File: src/rtl/rgbl_pkg.sv
// Package for the RGB LED animation sequencer: codes, config and step types,
// and the gamma ROM contents built at elaboration. No dependencies.
`timescale 1ns / 1ps
`default_nettype none
package rgbl_pkg;

	localparam int unsigned CFG_IDX_W  = 3;
	localparam int unsigned CFG_DATA_W = 16;
	localparam int unsigned NUM_CH     = 3;

	// Config register indexes
	typedef enum logic [CFG_IDX_W-1:0] {
		REG_ANIM_SELECT = 3'd0,
		REG_STEP_DELAY  = 3'd1,
		REG_HOLD_DELAY  = 3'd2,
		REG_MAX_LEVEL   = 3'd3,
		REG_GAMMA_EN    = 3'd4
	} reg_idx_t;

	// Animation select codes
	localparam logic [2:0] SEL_OFF      = 3'd0;
	localparam logic [2:0] SEL_WHEEL    = 3'd1;
	localparam logic [2:0] SEL_FADE     = 3'd2;
	localparam logic [2:0] SEL_BREATHE7 = 3'd3;
	localparam logic [2:0] SEL_BREATHE3 = 3'd4;

	localparam logic [7:0] BREATHE_TOP = 8'd255;
	localparam logic [63:0] GAMMA_OFFSET = 64'd12238302;

	typedef struct packed {
		logic [2:0]  anim_select;
		logic [15:0] step_delay_ms;
		logic [15:0] hold_delay_ms;
		logic [7:0]  max_level;
		logic        gamma_enable;
	} cfg_t;

	// One step's effect on the duty channels (channel 0 red, 1 green, 2 blue)
	typedef struct packed {
		logic                     emit;
		logic                     clr;
		logic                     gamma_en;
		logic [NUM_CH-1:0]        wr;
		logic [NUM_CH-1:0][7:0]   lvl;
	} step_t;

	typedef logic [7:0] gamma_rom_t [256];

	// log2 in unsigned Q20, fraction by repeated squaring of a Q30 mantissa
	function automatic logic [63:0] log2_q20(input logic [7:0] x);
		logic [63:0] m;
		logic [63:0] r;
		int unsigned n;
		n = 0;
		for (int i = 1; i < 8; i++)
			if ((x >> i) != 8'd0) n = i;
		m = {56'd0, x} << (30 - n);
		r = 64'(n);
		for (int i = 0; i < 20; i++) begin
			m = (m * m) >> 30;
			r = r << 1;
			if (m >= (64'd2 << 30)) begin
				m = m >> 1;
				r = r | 64'd1;
			end
		end
		return r;
	endfunction

	// floor(0.0003066 * v^2.46) evaluated in the log domain
	function automatic gamma_rom_t build_gamma();
		gamma_rom_t  g;
		logic [63:0] lk [256];
		logic [63:0] lv;
		int unsigned cnt;
		lk[0] = '0;
		for (int k = 1; k < 256; k++)
			lk[k] = 64'd100 * log2_q20(8'(k)) + 64'd100 * GAMMA_OFFSET;
		g[0] = 8'd0;
		for (int v = 1; v < 256; v++) begin
			lv = 64'd246 * log2_q20(8'(v));
			cnt = 0;
			for (int k = 1; k < 256; k++)
				if (lk[k] <= lv) cnt++;
			g[v] = (cnt > 255) ? 8'd255 : 8'(cnt);
		end
		return g;
	endfunction

	localparam gamma_rom_t GAMMA_ROM = build_gamma();

endpackage
`default_nettype wire

File: src/rtl/rgbl_anim.sv
// Animation state and step logic: timer check, wheel/crossfade/breathe
// sequencing, produces per-channel raw levels. Depends on rgbl_pkg.
`timescale 1ns / 1ps
`default_nettype none
module rgbl_anim
	import rgbl_pkg::*;
(
	input  wire logic        clk,
	input  wire logic        arst_n,
	input  wire cfg_t        cfg,
	input  wire logic        accept,
	input  wire logic        cmd,
	input  wire logic [31:0] now_ms,
	output step_t            step
);

	logic [8:0]  ramp_q, ramp_d;
	logic [2:0]  phase_q, phase_d;
	logic [15:0] delay_q, delay_d;
	logic [31:0] last_q, last_d;
	logic        fade_started_q, fade_started_d;
	logic        falling_q, falling_d;
	logic        pick_q, pick_d;
	logic [2:0]  colour_q, colour_d;

	logic [31:0]        since;
	logic               elapsed;
	logic               running;
	logic [9:0]         inc;
	logic               wrap;
	logic [7:0]         up_lvl;
	logic [7:0]         dn_lvl;
	logic               dn_ok;
	logic [7:0]         mx;
	logic [3:0]         c_next;
	logic [3:0]         lim;
	logic [2:0]         c;
	logic signed [10:0] ns;

	assign since   = now_ms - last_q;
	assign elapsed = since >= {16'd0, delay_q};
	assign mx      = cfg.max_level;
	assign inc     = {1'b0, ramp_q} + 10'd1;
	assign wrap    = inc > {2'b00, mx};
	assign up_lvl  = ramp_q[8] ? 8'hFF : ramp_q[7:0];
	assign dn_ok   = ramp_q <= {1'b0, mx};
	assign dn_lvl  = mx - ramp_q[7:0];

	always_comb begin
		ramp_d         = ramp_q;
		phase_d        = phase_q;
		delay_d        = delay_q;
		last_d         = last_q;
		fade_started_d = fade_started_q;
		falling_d      = falling_q;
		pick_d         = pick_q;
		colour_d       = colour_q;
		step           = '0;
		step.gamma_en  = cfg.gamma_enable;
		running        = 1'b0;
		lim            = 4'd3;
		c_next         = '0;
		c              = colour_q;
		ns             = '0;
		case (cfg.anim_select)
			SEL_WHEEL, SEL_FADE, SEL_BREATHE7, SEL_BREATHE3: running = 1'b1;
			default: running = 1'b0;
		endcase

		if (cmd) begin
			ramp_d         = '0;
			phase_d        = '0;
			last_d         = '0;
			fade_started_d = 1'b0;
			falling_d      = 1'b0;
			pick_d         = 1'b1;
			colour_d       = '0;
			case (cfg.anim_select)
				SEL_WHEEL, SEL_FADE:         delay_d = cfg.hold_delay_ms;
				SEL_BREATHE7, SEL_BREATHE3:  delay_d = cfg.step_delay_ms;
				default:                     delay_d = '0;
			endcase
			step.emit = 1'b1;
			step.clr  = 1'b1;
		end else if (running && elapsed) begin
			last_d    = now_ms;
			step.emit = 1'b1;
			case (cfg.anim_select)
				SEL_WHEEL: begin
					if (phase_q == 3'd0) begin
						step.wr[0]  = 1'b1;
						step.lvl[0] = mx;
						ramp_d      = '0;
						phase_d     = 3'd1;
						delay_d     = cfg.hold_delay_ms;
					end else if (phase_q != 3'd7) begin
						delay_d = cfg.step_delay_ms;
						case (phase_q)
							3'd1: begin step.wr[1] = 1'b1;  step.lvl[1] = up_lvl; end
							3'd2: begin step.wr[0] = dn_ok; step.lvl[0] = dn_lvl; end
							3'd3: begin step.wr[2] = 1'b1;  step.lvl[2] = up_lvl; end
							3'd4: begin step.wr[1] = dn_ok; step.lvl[1] = dn_lvl; end
							3'd5: begin step.wr[0] = 1'b1;  step.lvl[0] = up_lvl; end
							default: begin step.wr[2] = dn_ok; step.lvl[2] = dn_lvl; end
						endcase
						ramp_d = wrap ? 9'd0 : inc[8:0];
						if (wrap) begin
							if (phase_q == 3'd6) begin
								phase_d = 3'd0;
							end else begin
								phase_d = phase_q + 3'd1;
								delay_d = cfg.hold_delay_ms;
							end
						end
					end
				end
				SEL_FADE: begin
					if (phase_q <= 3'd2) begin
						delay_d = cfg.step_delay_ms;
						case (phase_q)
							3'd0: begin
								step.wr  = {1'b1, dn_ok, 1'b1};
								step.lvl = {mx, dn_lvl, up_lvl};
								if (!fade_started_q) begin
									fade_started_d = 1'b1;
									delay_d        = cfg.hold_delay_ms;
								end
							end
							3'd1: begin
								step.wr  = {dn_ok, 1'b1, 1'b1};
								step.lvl = {dn_lvl, up_lvl, mx};
							end
							default: begin
								step.wr  = {1'b1, 1'b1, dn_ok};
								step.lvl = {up_lvl, mx, dn_lvl};
							end
						endcase
						ramp_d = wrap ? 9'd0 : inc[8:0];
						if (wrap) begin
							phase_d = (phase_q == 3'd2) ? 3'd0 : phase_q + 3'd1;
							delay_d = cfg.hold_delay_ms;
						end
					end
				end
				default: begin
					// breathe through colour numbers 1..7 or 1..3
					delay_d = cfg.step_delay_ms;
					lim     = (cfg.anim_select == SEL_BREATHE7) ? 4'd7 : 4'd3;
					c_next  = {1'b0, colour_q} + 4'd1;
					if (pick_q) begin
						c      = (c_next > lim) ? 3'd1 : c_next[2:0];
						pick_d = 1'b0;
					end
					colour_d = c;
					step.wr  = '1;
					step.lvl[0] = (c inside {3'd1, 3'd4, 3'd6, 3'd7}) ? up_lvl : 8'd0;
					step.lvl[1] = (c inside {3'd2, 3'd4, 3'd5, 3'd7}) ? up_lvl : 8'd0;
					step.lvl[2] = (c inside {3'd3, 3'd5, 3'd6, 3'd7}) ? up_lvl : 8'd0;
					ns = falling_q ? $signed({2'b00, ramp_q}) - 11'sd1
					               : $signed({2'b00, ramp_q}) + 11'sd1;
					if (ns > $signed({3'b000, BREATHE_TOP})) begin
						ramp_d    = {1'b0, BREATHE_TOP};
						falling_d = !falling_q;
						delay_d   = cfg.hold_delay_ms;
					end else if (ns < 11'sd0) begin
						ramp_d    = '0;
						falling_d = !falling_q;
						pick_d    = 1'b1;
					end else begin
						ramp_d = ns[8:0];
					end
				end
			endcase
		end
	end

	always_ff @(posedge clk or negedge arst_n) begin
		if (!arst_n) begin
			ramp_q         <= '0;
			phase_q        <= '0;
			delay_q        <= '0;
			last_q         <= '0;
			fade_started_q <= 1'b0;
			falling_q      <= 1'b0;
			pick_q         <= 1'b1;
			colour_q       <= '0;
		end else if (accept) begin
			ramp_q         <= ramp_d;
			phase_q        <= phase_d;
			delay_q        <= delay_d;
			last_q         <= last_d;
			fade_started_q <= fade_started_d;
			falling_q      <= falling_d;
			pick_q         <= pick_d;
			colour_q       <= colour_d;
		end
	end

endmodule
`default_nettype wire

File: config.mk
export PLATFORM = sky130hd
export DESIGN_NAME = rgbl_anim
export DESIGN_NICKNAME = d
export VERILOG_FILES = /design/src/rtl/rgbl_pkg.sv /design/src/rtl/rgbl_anim.sv
export SDC_FILE = /design/constraint.sdc
export NUM_CORES = 1
export LEC_CHECK = 0
export CAP_MARGIN = 5
export CORE_MARGIN = 2
export CORE_UTILIZATION = 40
export DETAILED_ROUTE_END_ITERATION = 10
export DONT_BUFFER_PORTS = 1
export GPL_ROUTABILITY_DRIVEN = 0
export GPL_TIMING_DRIVEN = 0
export HOLD_SLACK_MARGIN = 0.03
export PLACE_DENSITY = 0.57
export SETUP_SLACK_MARGIN = 0.3
export SLEW_MARGIN = 20
export SYNTH_ARGS = -nofsm -noshare
export SYNTH_HDL_FRONTEND = slang
export SYNTH_SLANG_ARGS = --single-unit
File: constraint.sdc
create_clock -name clk -period 7.3 [get_ports clk]
set_input_delay 1.095 -clock clk [delete_from_list [all_inputs] [get_ports clk]]
set_output_delay 1.095 -clock clk [all_outputs]
set_load 0.05 [all_outputs]
==> reports/summary.txt <==
status: completed
required time of the critical path: 6200 ps
CTS Sinks: 66
# fillers: 2,291
CTS max path bufs: 2
CTS tree: yes
H-Tree Depth: 3
Final Hold Fails: 0
Leak: 4.09 nW
Max-cap violations: 0
adder-cell share of the synthesized area: 0.110
initial core utilization: 0.406
R2R setup slack: 1890 ps
crit path max fanout: 10
Peak Freq: 148 MHz
CP max stage delay: 420 ps
register area: 0.00165 mm^2
# placed instances: 1,510
Overflow after GRT: 0
drt via density: 6.45
clock skew: 7.85 ps
die area: 0.0240 mm^2
first-pass GRT wire length: 50,800 um
crit path capture type: primary output
Finished Layout Cells: 1,534
CP delay by family, top: compound AO/OA/AOI/OAI gates
Die Span Y: 155 um
pin count of the biggest net entering global routing: 67
routed wire length: 31,900 um
Tot Pwr: 2.53 mW
initial antenna violation count: 0
crit path DAT: 5650 ps
Worst-Margin Slew: 1180 ps
Ant. Diodes: 0
clk slew on worst S/H paths: 60 ps
final setup fails: 0
vias after detailed routing: 9,888
DIE WIDTH: 155 um
xor/xnor share of the synthesized area: 0.0422
GRT Total Usage: 0.263
Nets: 1,403
clk_lat worst skew: 350 ps
area of the multi-input gates: 0.00683 mm^2
Clk Tree Root Cell: clkbuf_16
critical path type: in2out
Post-synth EDFFs: 0
Area Overhead vs Synth: 9.73%
vias in the first global route: 9,348
Synth Flop Type: dfrtp_1
mapped cell area: 0.00913 mm^2
Worst Reg-to-Reg Cells: 21
Power per Cell Area: 253 mW/mm^2
Synth Area in Compound Gates: 0.326
Mapped Nets: 1,383
Post-Synth Simple-Gate Area: 0.203
Cells after Synth: 1,224
RR Endpoint: ramp_q[3]
Max Slew Vio Count: 0
unrepaired setup endpoints after global routing: false
Site Rows: 55
Util after Layout: 0.445
crit path buf inv count: 3
Max transition margin: 0.216
Routed Antenna Nets: 0
I/O pin total: 110
min-delay worst type: in2async
main combinational cell family by area after synthesis: compound AO/OA/AOI/OAI gates
crit path max-delay cell type: a2111o_1
Async S/R FF share, synth: 1.00
Worst setup SP type: primary input
Fin Hold WS: 436 ps
First-pass DRT Iterations: 5
Setup WS post-layout: 556 ps
Post-route DRC: 0
dpl ws: -192 ps
Synth cell types: 85
Worst R2R Start: last_q[4]
core area: 0.0225 mm^2
mux cell area share after synthesis: 0.0537
VDD IR-drop max: 0.130 mV
post-DP HPWL: 24,800 um
post-DR wirelength/cell: 20.8 um
port bufs: 0
Yosys warning total: 0
Yosys reg bits: 66
CP dominant cell by count: a21o_1
final worst path period share: 0.924
critical-path cell list: ha_1, a21o_1, a31o_1, o21a_1, nor3_4, o21ai_0, xor2_1, ha_1, a21o_1, a21o_1, a221oi_2, o211ai_1, a2111o_1, a2111oi_2, and3_1, and4_1, buf_4, buf_4, buf_6, o21ai_4
sequential share of the synthesized area: 0.181
DR iter-0 viols: 1,070
CTS buffer count: 9
share of layout cells above drive strength 1: 0.0817
Syn Area/Cell: 7.46 um^2
Final min period: 6740 ps
[registers in the layout, indices dropped and copies added (netlist names)]
signal          count
ramp_q              9
colour_q            3
phase_q             3
pick_q              1
falling_q           1
last_q             32
delay_q            16
fade_started_q      1
[synth_stat cells, types with 7 or more instances]
| cell | instances | area share |
|---|---|---|
| a211oi_1 | 11 | 0.0090 |
| a21o_1 | 33 | 0.027 |
| a21oi_1 | 97 | 0.053 |
| a221oi_1 | 16 | 0.015 |
| a222oi_1 | 16 | 0.018 |
| a22oi_1 | 7 | 0.0058 |
| a31oi_1 | 9 | 0.0062 |
| and3_1 | 13 | 0.0089 |
| buf_1 | 9 | 0.0037 |
| buf_2 | 9 | 0.0049 |
| buf_4 | 7 | 0.0058 |
| clkbuf_1 | 66 | 0.027 |
| dfrtp_1 | 65 | 0.18 |
| ha_1 | 77 | 0.11 |
| inv_1 | 86 | 0.035 |
| mux2i_1 | 40 | 0.044 |
| nand2_1 | 91 | 0.037 |
| nand3_1 | 28 | 0.015 |
| nand4_1 | 48 | 0.033 |
| nor2_1 | 106 | 0.044 |
| nor2b_1 | 15 | 0.010 |
| nor3_1 | 18 | 0.0099 |
| nor4_1 | 11 | 0.0075 |
| o211ai_1 | 46 | 0.038 |
| o21a_1 | 10 | 0.0082 |
| o21ai_0 | 63 | 0.035 |
| o21ai_1 | 10 | 0.0055 |
| o221ai_1 | 33 | 0.032 |
| o22ai_1 | 12 | 0.0082 |
| or2_2 | 9 | 0.0062 |
| xnor2_1 | 32 | 0.031 |
| xor2_1 | 12 | 0.012 |
[worst max-delay path by stage]
stage	startpoint	endpoint	slack [ps]	cells past startpoint
after floorplan	now_ms[4]	step[29]	760	20
after detailed placement	now_ms[4]	step[3]	-190	19
after global routing	now_ms[4]	step[3]	330	19
after CTS	now_ms[4]	step[3]	260	19
final	now_ms[4]	step[29]	560	20
after global placement	now_ms[4]	step[6]	-140	19
[metal layers]
metal,vias up,global-route usage,share of wire
li1,4655,-,-
met1,4695,0.386,0.47
met2,480,0.385,0.42
met3,58,0.0646,0.099
met4,0,0.0631,0.020
met5,-,0,0
[through the flow]
stage | area (um^2) | setup TNS (ps)
floorplan | 9130 | 0
global placement | 9490 | -2760
detailed placement | 9520 | -3660
CTS | 9880 | 0
global route | 10000 | 0
finish | 10000 | 0
[repair_timing]
item                                   in CTS  in global routing
resized for setup                           5                 29
setup buffers                               1                  7
setup endpoints to repair                  28                 25
pin swaps                                   0                  3
endpoints found under the hold margin       0                  0
hold buffers                                0                  0
[power breakdown]
group	switching (mW)	internal, mW	total (mW)
registers	0.0557	0.434	0.489
logic	0.976	0.572	1.55
clock network	0.185	0.311	0.496
total	1.22	1.32	2.53
[final cells by class]
cell class                      instances  area share
Buffer                                 95      0.0447
Clock buffer                           11      0.0242
Clock inverter                          5     0.00862
Inverter                               88      0.0330
Multi-Input combinational cell        975       0.682
Sequential cell                        66       0.165
Tap cell                              285      0.0356
Timing Repair Buffer                    9     0.00674
[layout by cell type (no fill, tap or decap), types with 10 or more instances in the layout]
master / count
a211oi_1: 11
a21o_1: 33
a21oi_1: 93
a221oi_1: 16
a222oi_1: 16
and3_1: 13
buf_4: 18
clkbuf_1: 67
dfrtp_1: 65
ha_1: 77
inv_1: 86
mux2i_1: 40
nand2_1: 91
nand3_1: 27
nand4_1: 48
nor2_1: 89
nor2_2: 17
nor2b_1: 15
nor3_1: 17
o211ai_1: 46
o21a_1: 10
o21ai_0: 62
o21ai_1: 10
o221ai_1: 33
o22ai_1: 12
xnor2_1: 32
xor2_1: 12
[kinds of logic after synthesis]
logic type / count (synthesis)
compound gates: 427
simple gates: 377
buf+inv: 183
fa+ha+maj: 79
flops: 66
mux: 48
xor+xnor: 44
No activity file was read; power rests on OpenSTA's default activity.
